===== src/sv/cskd_pkg.sv =====
// Shared types, constants and functions of the C++ keyword detector.
package cskd_pkg;

  localparam int NumKw  = 7;
  localparam int NumHdr = 12;
  localparam int QDepth = 2;

  typedef enum logic [1:0] {
    PH_SEARCH = 2'd0,
    PH_SKIPWS = 2'd1,
    PH_NAME   = 2'd2,
    PH_CLOSED = 2'd3
  } phase_t;

  // Classified item passed from the front part to the back part.
  typedef struct packed {
    logic [7:0] ch;
    logic       char_valid;
    logic       line_end;
    logic       buffer_end;
  } item_t;

  // Keyword characters, indexed [keyword][position].
  function automatic logic [7:0] kw_char(input logic [2:0] k, input logic [3:0] p);
    logic [79:0] s;
    case (k)
      3'd0:    s = {"std::", 40'h0};
      3'd1:    s = {"public:", 24'h0};
      3'd2:    s = {"private:", 16'h0};
      3'd3:    s = "protected:";
      3'd4:    s = {"template", 16'h0};
      3'd5:    s = {"class", 40'h0};
      3'd6:    s = {"#include", 16'h0};
      default: s = '0;
    endcase
    kw_char = s[79 - 8 * p -: 8];
  endfunction

  function automatic logic [3:0] kw_len(input logic [2:0] k);
    case (k)
      3'd0:    kw_len = 4'd5;
      3'd1:    kw_len = 4'd7;
      3'd2:    kw_len = 4'd8;
      3'd3:    kw_len = 4'd10;
      3'd4:    kw_len = 4'd8;
      3'd5:    kw_len = 4'd5;
      3'd6:    kw_len = 4'd8;
      default: kw_len = 4'd0;
    endcase
  endfunction

  function automatic logic [7:0] hdr_char(input logic [3:0] h, input logic [3:0] p);
    logic [103:0] s;
    case (h)
      4'd0:    s = {"cstdint", 48'h0};
      4'd1:    s = {"string", 56'h0};
      4'd2:    s = {"vector", 56'h0};
      4'd3:    s = {"map", 80'h0};
      4'd4:    s = {"list", 72'h0};
      4'd5:    s = {"array", 64'h0};
      4'd6:    s = {"bitset", 56'h0};
      4'd7:    s = {"queue", 64'h0};
      4'd8:    s = {"stack", 64'h0};
      4'd9:    s = {"forward", "_list", 8'h0};
      4'd10:   s = {"unordered", "_map"};
      4'd11:   s = {"unordered", "_set"};
      default: s = '0;
    endcase
    hdr_char = s[103 - 8 * p -: 8];
  endfunction

  function automatic logic [3:0] hdr_len(input logic [3:0] h);
    case (h)
      4'd0:    hdr_len = 4'd7;
      4'd1:    hdr_len = 4'd6;
      4'd2:    hdr_len = 4'd6;
      4'd3:    hdr_len = 4'd3;
      4'd4:    hdr_len = 4'd4;
      4'd5:    hdr_len = 4'd5;
      4'd6:    hdr_len = 4'd6;
      4'd7:    hdr_len = 4'd5;
      4'd8:    hdr_len = 4'd5;
      4'd9:    hdr_len = 4'd12;
      4'd10:   hdr_len = 4'd13;
      4'd11:   hdr_len = 4'd13;
      default: hdr_len = 4'd0;
    endcase
  endfunction

  // Longest keyword prefix that is a suffix of the matched prefix plus c.
  function automatic logic [3:0] kw_advance(input logic [2:0] k, input logic [3:0] p_in,
                                            input logic [7:0] c);
    logic [3:0] p;
    logic       ok;
    logic [3:0] res;
    p   = (p_in >= kw_len(k)) ? 4'd0 : p_in;
    res = 4'd0;
    for (int n = 1; n <= 10; n++) begin
      if (n <= int'(p) + 1 && kw_char(k, 4'(n - 1)) == c) begin
        ok = 1'b1;
        for (int j = 0; j < 9; j++) begin
          if (j < n - 1 && kw_char(k, 4'(j)) != kw_char(k, 4'(int'(p) - (n - 1) + j)))
            ok = 1'b0;
        end
        if (ok) res = 4'(n);
      end
    end
    kw_advance = res;
  endfunction

endpackage


===== src/sv/cskd_queue.sv =====
// Two-entry queue between the front and back parts of the detector.
module cskd_queue (
  input  logic            clk,
  input  logic            rst_n,
  input  logic            wr_valid,
  output logic            wr_ready,
  input  cskd_pkg::item_t wr_item,
  output logic            rd_valid,
  input  logic            rd_ready,
  output cskd_pkg::item_t rd_item
);
  cskd_pkg::item_t mem_r [cskd_pkg::QDepth];
  logic       wp_r, rp_r;
  logic [1:0] cnt_r;
  logic       wr_en, rd_en;

  assign wr_ready = (cnt_r != 2'(cskd_pkg::QDepth));
  assign rd_valid = (cnt_r != 2'd0);
  assign rd_item  = mem_r[rp_r];
  assign wr_en    = wr_valid && wr_ready;
  assign rd_en    = rd_valid && rd_ready;

  always_ff @(posedge clk) begin
    if (wr_en) mem_r[wp_r] <= wr_item;
    if (!rst_n) begin
      wp_r  <= 1'b0;
      rp_r  <= 1'b0;
      cnt_r <= 2'd0;
    end else begin
      if (wr_en) wp_r <= ~wp_r;
      if (rd_en) rp_r <= ~rp_r;
      cnt_r <= cnt_r + 2'(wr_en) - 2'(rd_en);
    end
  end
endmodule


===== src/sv/cskd_front.sv =====
// Front part: unpacks and registers incoming transfers.
module cskd_front (
  input  logic            clk,
  input  logic            rst_n,
  input  logic            in_valid,
  output logic            in_ready,
  input  logic [7:0]      in_ch,
  input  logic [1:0]      in_flags,
  input  logic            in_last,
  output logic            q_valid,
  input  logic            q_ready,
  output cskd_pkg::item_t q_item
);
  logic            vld_r;
  cskd_pkg::item_t item_r;

  assign in_ready = !vld_r || q_ready;
  assign q_valid  = vld_r;
  assign q_item   = item_r;

  always_ff @(posedge clk) begin
    if (in_valid && in_ready) begin
      item_r.ch         <= in_ch;
      item_r.char_valid <= in_flags[0];
      item_r.line_end   <= in_flags[1];
      item_r.buffer_end <= in_last;
    end
    if (!rst_n) vld_r <= 1'b0;
    else if (in_ready) vld_r <= in_valid;
  end
endmodule


===== src/sv/cskd_back.sv =====
// Back part: keyword matchers, header-name matcher and sticky flag.
module cskd_back (
  input  logic            clk,
  input  logic            rst_n,
  input  logic            q_valid,
  output logic            q_ready,
  input  cskd_pkg::item_t q_item,
  output logic            out_valid,
  input  logic            out_ready,
  output logic            out_is_cpp
);
  logic [3:0]       prog_r  [cskd_pkg::NumKw];
  cskd_pkg::phase_t phase_r [cskd_pkg::NumKw];
  logic [11:0]      alive_r;
  logic [3:0]       off_r;
  logic             det_r;
  logic             ov_r, res_r;

  logic [3:0]       prog_nxt  [cskd_pkg::NumKw];
  cskd_pkg::phase_t phase_nxt [cskd_pkg::NumKw];
  logic [11:0]      alive_nxt;
  logic [3:0]       off_nxt;
  logic             det_nxt;
  logic             take;
  logic [7:0]       c;
  logic             ws, alpha;
  logic [3:0]       p;

  assign q_ready    = !ov_r || out_ready;
  assign take       = q_valid && q_ready;
  assign out_valid  = ov_r;
  assign out_is_cpp = res_r;
  assign c          = q_item.ch;
  assign ws         = (c == 8'h20) || (c >= 8'h09 && c <= 8'h0D);
  assign alpha      = (c == "_") || (c >= "A" && c <= "Z") || (c >= "a" && c <= "z");

  always_comb begin
    p         = 4'd0;
    alive_nxt = alive_r;
    off_nxt   = off_r;
    det_nxt   = det_r;
    for (int i = 0; i < cskd_pkg::NumKw; i++) begin
      prog_nxt[i]  = prog_r[i];
      phase_nxt[i] = phase_r[i];
    end
    if (q_item.char_valid) begin
      if (c == 8'd0) begin
        for (int i = 0; i < cskd_pkg::NumKw; i++) phase_nxt[i] = cskd_pkg::PH_CLOSED;
      end else begin
        for (int i = 0; i < cskd_pkg::NumKw; i++) begin
          case (phase_r[i])
            cskd_pkg::PH_SEARCH: begin
              p = cskd_pkg::kw_advance(3'(i), prog_r[i], c);
              if (p >= cskd_pkg::kw_len(3'(i))) begin
                prog_nxt[i] = 4'd0;
                if (i < 4) begin
                  det_nxt      = 1'b1;
                  phase_nxt[i] = cskd_pkg::PH_CLOSED;
                end else begin
                  phase_nxt[i] = cskd_pkg::PH_SKIPWS;
                end
              end else begin
                prog_nxt[i] = p;
              end
            end
            cskd_pkg::PH_SKIPWS: begin
              if (!ws) begin
                phase_nxt[i] = cskd_pkg::PH_CLOSED;
                if (i == 4 && c == "<") det_nxt = 1'b1;
                if (i == 5 && alpha) det_nxt = 1'b1;
                if (i == 6 && c == "<") begin
                  phase_nxt[i] = cskd_pkg::PH_NAME;
                  alive_nxt    = 12'hFFF;
                  off_nxt      = 4'd0;
                end
              end
            end
            cskd_pkg::PH_NAME: begin
              if (i == 6) begin
                for (int h = 0; h < cskd_pkg::NumHdr; h++) begin
                  if (alive_r[h]) begin
                    if (off_r >= cskd_pkg::hdr_len(4'(h)) ||
                        cskd_pkg::hdr_char(4'(h), off_r) != c)
                      alive_nxt[h] = 1'b0;
                    else if (off_r + 4'd1 == cskd_pkg::hdr_len(4'(h)))
                      det_nxt = 1'b1;
                  end
                end
                if (off_r != 4'd15) off_nxt = off_r + 4'd1;
                if (alive_nxt == 12'd0) phase_nxt[i] = cskd_pkg::PH_CLOSED;
              end
            end
            default: ;
          endcase
        end
      end
    end
    if (q_item.line_end || q_item.buffer_end) begin
      for (int i = 0; i < cskd_pkg::NumKw; i++) begin
        prog_nxt[i]  = 4'd0;
        phase_nxt[i] = cskd_pkg::PH_SEARCH;
      end
      alive_nxt = 12'd0;
      off_nxt   = 4'd0;
    end
  end

  always_ff @(posedge clk) begin
    if (take && q_item.buffer_end) res_r <= det_nxt;
    if (!rst_n) begin
      for (int i = 0; i < cskd_pkg::NumKw; i++) begin
        prog_r[i]  <= 4'd0;
        phase_r[i] <= cskd_pkg::PH_SEARCH;
      end
      alive_r <= 12'd0;
      off_r   <= 4'd0;
      det_r   <= 1'b0;
      ov_r    <= 1'b0;
    end else begin
      if (take) begin
        for (int i = 0; i < cskd_pkg::NumKw; i++) begin
          prog_r[i]  <= prog_nxt[i];
          phase_r[i] <= phase_nxt[i];
        end
        alive_r <= alive_nxt;
        off_r   <= off_nxt;
        det_r   <= q_item.buffer_end ? 1'b0 : det_nxt;
      end
      if (q_ready) ov_r <= take && q_item.buffer_end;
    end
  end
endmodule


===== src/sv/cpp_source_keyword_detector.sv =====
// Top level of the C++ keyword detector.
// The block takes one text byte per transfer and accepts a new transfer
// every cycle unless output stalls hold it. A front register stage takes
// the input, a two-entry queue decouples it from the back part, which
// runs all seven keyword matchers and the twelve header-name matchers on
// one byte per cycle while the output does not stall. A line matches on
// std::, public:, private:, protected:, on the first template followed by
// '<', the first class followed by a letter or underscore, or the first
// #include followed by '<' and a standard header name. The sticky result
// comes out as one transfer once in_tlast (buffer end) is taken; all state
// then clears for the next buffer. No clearing pass is needed after reset.
module cpp_source_keyword_detector (
  input  logic       clk,
  input  logic       rst_n,
  input  logic       in_tvalid,
  output logic       in_tready,
  input  logic [7:0] in_tdata,   // ch
  input  logic [1:0] in_tuser,   // [0] char_valid, [1] line_end
  input  logic       in_tlast,   // buffer_end
  output logic       out_tvalid,
  input  logic       out_tready,
  output logic [7:0] out_tdata   // [0] is_cpp, rest zero
);
  logic            f_valid, f_ready, b_valid, b_ready, is_cpp;
  cskd_pkg::item_t f_item, b_item;

  cskd_front u_front (
    .clk, .rst_n, .in_valid(in_tvalid), .in_ready(in_tready), .in_ch(in_tdata),
    .in_flags(in_tuser), .in_last(in_tlast),
    .q_valid(f_valid), .q_ready(f_ready), .q_item(f_item)
  );

  cskd_queue u_queue (
    .clk, .rst_n, .wr_valid(f_valid), .wr_ready(f_ready), .wr_item(f_item),
    .rd_valid(b_valid), .rd_ready(b_ready), .rd_item(b_item)
  );

  cskd_back u_back (
    .clk, .rst_n, .q_valid(b_valid), .q_ready(b_ready), .q_item(b_item),
    .out_valid(out_tvalid), .out_ready(out_tready), .out_is_cpp(is_cpp)
  );

  assign out_tdata = {7'd0, is_cpp};
endmodule


===== config.mk =====
export PLATFORM = sky130hd
export DESIGN_NAME = cpp_source_keyword_detector
export DESIGN_NICKNAME = d
export VERILOG_FILES = /design/src/sv/cskd_pkg.sv /design/src/sv/cskd_queue.sv /design/src/sv/cskd_front.sv /design/src/sv/cskd_back.sv /design/src/sv/cpp_source_keyword_detector.sv
export SDC_FILE = /design/constraint.sdc
export NUM_CORES = 1
export LEC_CHECK = 0
export ABC_AREA = 1
export ABC_CLOCK_PERIOD_IN_PS = 8850
export BUFFER_PORTS_ARGS = -buffer_cell sky130_fd_sc_hd__buf_4
export CAP_MARGIN = 40
export CORE_ASPECT_RATIO = 1.75
export CORE_MARGIN = 2
export CORE_UTILIZATION = 45
export DETAILED_ROUTE_END_ITERATION = 16
export GPL_TIMING_DRIVEN = 0
export PLACE_DENSITY = 0.69
export SETUP_SLACK_MARGIN = 0.2
export SYNTH_ARGS = -nofsm -noshare
export SYNTH_HDL_FRONTEND = slang
export SYNTH_HIERARCHICAL = 1
export SYNTH_SLANG_ARGS = --single-unit

===== constraint.sdc =====
create_clock -name clk -period 8.85 [get_ports clk]
set_clock_uncertainty 0.05 [all_clocks]
set_input_delay 1.77 -clock clk [delete_from_list [all_inputs] [get_ports clk]]
set_output_delay 1.77 -clock clk [all_outputs]
set_load 0.01 [all_outputs]

Word-level counts from Yosys, hierarchy flattened. Memories as Yosys holds them, arrays and structs flattened. A register that Yosys moved wholly into a read port is not among the register bits. Cells that the tools add are included.

Register bits after elaboration: 35. Bits in writable memories: 64. Memories: 3.

Add/sub/neg operators: 641. Magnitude comparators: 102. Equal/unequal tests: 426. Shift operators: 327. Mux-type cells: 1420. Bitwise operators: 16. Reductions and logical operators: 111.

Memories: u_back.prog_r (words 7, bits a word 4, read ports 7, clocked after memory_dff 0, wr ports 7, line cskd_back.sv:12) `logic [3:0] prog_r [cskd_pkg::NumKw];`; u_queue.mem_r (words 2, bits a word 11, read ports 1, clocked after memory_dff 1, wr ports 1, line cskd_queue.sv:12) `cskd_pkg::item_t mem_r [cskd_pkg::QDepth];`; u_back.phase_r (words 7, bits a word 2, read ports 7, clocked after memory_dff 0, wr ports 7, line cskd_back.sv:13) `cskd_pkg::phase_t phase_r [cskd_pkg::NumKw];`.

Operators by type and width (count): $shiftx A87 B33 Y8 (315); $mux W80 (273); $mux W104 (48); $ne A8 B8 Y1 (327); $sub A7 B7 Y8 const A (316); $mux W4 (346); $shiftx A111 B33 Y8 (12); $le A4 B32 Y1 const A (24); $mux W1 (705); $le A5 B32 Y1 const A (19); $eq A8 B8 Y1 (70); $add A4 B4 Y4 const B (105); $le A3 B32 Y1 const A (12); $add A4 B3 Y4 const B (91); $add A4 B2 Y4 const B (56); $le A2 B32 Y1 const A (6); $sub A4 B3 Y4 const B (28); $ge A4 B4 Y1 (26); $mux W28 (3); $logic_and A1 B1 Y1 (77); $mux W12 (5); $mux W2 (28); $sub A4 B2 Y4 const B (14); $sub A4 B4 Y4 const B (14); 38 further kinds (123).

Depth between registers and ports, before layout. An unclocked memory read counts as a cell.

Depth after elaboration: 111. Depth in mapped cells: 24. Gate-level depth less buffers: 22.

By module. Netlist, hierarchy kept.

By module, submodules not included: cskd_back (instances 1, cells each 2332, area each 14408.8 µm², seq. area each 1531.5 µm²); cskd_queue (instances 1, cells each 70, area each 1097.3 µm², seq. area each 760.7 µm²); cskd_front (instances 1, cells each 18, area each 381.6 µm², seq. area each 350.3 µm²); cpp_source_keyword_detector (instances 1, cells each 9, area each 63.8 µm², seq. area each 0.0 µm²).

Worst setup path before layout. No wires, ideal clock.

Path kind: reg-to-reg. From: memory u_back.prog_r[6][1]. To: memory u_back/phase_r[6][0] (netlist bit) (enable). Arrival: 3425 ps. Path slack: 5060 ps. Cell stages (with the launch flop): 15. Clock period less this slack: 3790 ps. Path through: edfxtp_1 -> inv_1 -> nor2_1 -> inv_1 -> ha_1 -> inv_1 -> clkbuf_1 -> ha_1 -> xor2_1 -> nand4_1 -> nor4_1 -> nand4_1 -> a31oi_1 -> nand2_1 -> a21oi_1.

RTL lines (line): from (decl) (cskd_back.sv:12); to (decl) (cskd_back.sv:13).

==> summary.txt <==
Die
  – Chip width: 146 um
  – Initial Utilization: 45.5%
  – Die area: 37,000 um2
  – Row Count: 91
  – Top Ports: 25
  – Core ar.: 35,100 um2
  – Die height: 253 um

Cells and area
  – Syn-to-layout area delta: 7.04%
  – Final net count: 2,748
  – Filler cells: 3,706
  – Layout cells sized above 1: 7.59%
  – Post-route insts no fill: 2,955
  – Antenna cells: 0

Timing
  – Final worst slack: 3580 ps
  – Slew HR: 34.8%
  – Unrepaired setup endpoints after global routing: false
  – Minimum clock period: 5270 ps
  – Worst slew pin tran: 967 ps
  – Hold Fails Final Rpt: 0
  – Setup TNS: 0 ps
  – Slew Viols, Final: 0
  – Final period util: 59.6%
  – Minimum hold slack: 401 ps
  – Endpoints failing setup: 0
  – Fmax: 0.190 GHz

Place
  – # port buffers: 17
  – Setup Slack @ Placement: 3730 ps
  – Placed cell count: 2,938
  – RD Place Congestion: 1.07
  – DP HPWL: 46,100 um

Critical path
  – Crit Path Class: reg -> reg
  – CP startpoint kind: flip-flop
  – CP required: 8840 ps
  – Setup slack, reg-to-reg: 3580 ps
  – Worst setup endpoint: u_back/phase_r[6][0]
  – Crit path from: u_back/prog_r[6][1]
  – CP arrival: 5260 ps
  – Crit path max fanout: 18
  – Crit end category: flip-flop
  – Reg2Reg Depth: 14
  – R2r endpoint: u_back/phase_r[6][0]
  – Critical R2R Launch: u_back/prog_r[6][1]

CTS
  – CTS-repair resized insts: 0
  – Clk slew on worst S/H paths: 70 ps
  – Htree depth: 3
  – Cts hold-fix bufs: 0
  – CTS root buf: clkbuf_16
  – Worst-skew pair later-pin latency: 360 ps
  – Clock Tree Buf Depth: 2
  – CTS tree: yes
  – Post-CTS setup buffer count: 0
  – TritonCTS Buffers: 9
  – Num Clock Sinks: 96

Logic synthesis
  – Flops & latches, synth: 96
  – Synth Instances: 2,429
  – Predominant post-synthesis flop cell: edfxtp_1
  – Synth cell types: 70
  – Post-Synthesis Cell Area: 16,000 um2
  – Syn Area/Cell: 6.57 um2
  – Sequential fraction of the synthesis area: 16.6%
  – Post-synth ARST share: 0%
  – Post-synth EDFFs: 72
  – Synthesis warning total: 6

Drt
  – Max layer used: met4
  – Routed wl met2: 30,600 um
  – Met3 Wirelength: 2980 um
  – Via count: 17,200
  – Detail Route Antenna Nets: 0
  – DRC Markers: 0
  – DR iter-0 viols: 1,230
  – DR WL/cell: 19.6 um
  – DR pass1 iterations: 6
  – Via-to-Cell Ratio: 5.81
  – Total Wirelength: 57,900 um
  – Met1 wire length: 18,900 um

Run
  – Maxcap violations: 0

Pwr
  – Pwr dens: 312 nW/um2
  – Peak supply drop: 0.000258 V
  – Design Power: 0.00532 W
  – Leakage: 8.16 nW

Global route
  – GRT Total Usage: 30.4%
  – Largest net degree at the start of global routing: 19
  – Vias in the first global route: 17,000
  – Gr ovfl total: 0
  – Initial antenna violation count: 0
  – First-pass GRT wire length: 88,800 um

Outcome
  – Outcome: finished clean

Hold path
  – Hold Path Class: reg -> reg
how the worst min path moves through the flow:
stage	from	depth (start not counted)	slack, ps	endpoint
global placement	u_front/q_item[8]	0	370	u_queue/mem_r[0][8]
CTS	u_front/q_item[3]	0	400	u_queue/mem_r[1][3]
floorplan	u_front/q_item[0]	0	370	u_queue/mem_r[0][0]
finish	u_front/q_item[3]	0	400	u_queue/mem_r[1][3]
global route	u_front/q_item[4]	0	420	u_queue/mem_r[0][4]
detailed placement	u_front/q_item[3]	0	390	u_queue/mem_r[0][3]
metrics by stage:
stage / area, um2 / util, %
2_1_floorplan: 16000 / -
3_3_place_gp: 16700 / 47.7
3_5_place_dp: 16800 / 47.9
4_1_cts: 17100 / 48.7
5_1_grt: 17100 / 48.7
6_report: 17100 / 48.7
state kept, by name, summed over array words and instances (netlist names), named ones only:
register	flops
u_queue/cnt_r	2
u_queue/wp_r	1
u_back/phase_r	10
u_back/out_is_cpp	1
u_queue/mem_r	22
u_back/prog_r	28
u_queue/rp_r	1
u_back/alive_r	12
u_front/q_item	11
u_back/out_valid	1
u_back/det_r	1
u_back/off_r	4
u_front/q_valid	1
final cells by class:
cell class                 count  area, um2  area share, %
tap                          465        582           3.41
timing repair buffer          23        171           1.00
clock inverter                 6       57.6          0.337
multi-input combinational   1934      11700           68.4
buffer                        69        392           2.29
clock buffer                  10        229           1.34
sequential                    96       2640           15.5
inverter                     352       1330           7.77
metal layers:
layer	track usage (%)	vias up
li1	-	8163
met1	27.3	7946
met2	59.8	745
met3	4.00	300
met4	24.4	0
met5	0	-
cell usage in the layout, fill, tap and decap left out, types with 35 or more instances in the layout:
cell type | netlist | routed
o21ai_0 | 112 | 112
nand4_1 | 85 | 85
buf_4 | 15 | 35
a21oi_1 | 87 | 87
nor2_1 | 284 | 284
edfxtp_1 | 72 | 72
nor3_1 | 63 | 63
nand2_1 | 516 | 516
ha_1 | 248 | 248
inv_1 | 324 | 324
nand3_1 | 176 | 176
xor2_1 | 56 | 56
cells by family (layout without fill, tap and decap cells):
family,Yosys count,count (layout),synth area share (%)
AOI/OAI and AO/OA,330,330,12.6
xor gates and xnor gates,72,72,4.07
adders and majority gates,248,248,19.5
buffers and inverters,421,460,10.8
DFF,96,96,16.6
muxes,11,11,1.01
other,3,25,0.0706
and+or+nand+nor,1248,1248,35.4
power breakdown:
| part | switching (W) | internal [W] |
|---|---|---|
| Sequential | 0.0000902 | 0.000608 |
| Combinational | 0.00298 | 0.00126 |
| Clock | 0.000186 | 0.000198 |
| Total | 0.00326 | 0.00206 |
Yosys cell counts, types with 4 or more instances:
cell | instances | area share [%]
a2111oi_0 | 7 | 0.38
a211oi_1 | 10 | 0.47
a21oi_1 | 87 | 2.7
a22oi_1 | 4 | 0.19
a31o_2 | 4 | 0.22
a31oi_1 | 12 | 0.47
buf_2 | 19 | 0.60
buf_4 | 15 | 0.71
buf_6 | 7 | 0.49
clkbuf_1 | 25 | 0.59
clkinv_1 | 8 | 0.19
dfxtp_1 | 24 | 3.0
edfxtp_1 | 72 | 14
ha_1 | 248 | 19
inv_1 | 324 | 7.6
inv_2 | 18 | 0.42
mux2_4 | 10 | 0.94
nand2_1 | 516 | 12
nand2_2 | 22 | 0.86
nand2_4 | 7 | 0.49
nand3_1 | 176 | 5.5
nand3_2 | 6 | 0.38
nand3b_1 | 7 | 0.33
nand4_1 | 85 | 3.3
nor2_1 | 284 | 6.7
nor2_2 | 12 | 0.47
nor2_4 | 6 | 0.42
nor3_1 | 63 | 2.0
nor3b_1 | 7 | 0.33
nor4_1 | 34 | 1.3
o2111ai_1 | 11 | 0.60
o211ai_1 | 19 | 0.89
o21a_1 | 7 | 0.33
o21ai_0 | 112 | 3.5
o21ai_1 | 9 | 0.28
o21ai_2 | 4 | 0.22
o221ai_1 | 4 | 0.22
o22ai_1 | 5 | 0.20
o31ai_1 | 4 | 0.19
o41ai_1 | 4 | 0.22
or2_2 | 9 | 0.35
xnor2_1 | 15 | 0.82
xor2_1 | 56 | 3.1
worst max-delay path: stages, from the launching register on:
cell	delay (ps)
edfxtp_1	430
inv_1	130
nor2_1	680
inv_1	450
ha_1	700
inv_1	210
clkbuf_1	660
ha_1	290
xor2_1	210
nand4_1	110
nor4_1	180
nand4_1	310
a31oi_1	240
nand2_1	70
a21oi_1	210
Power figures use the tool's default switching activity.
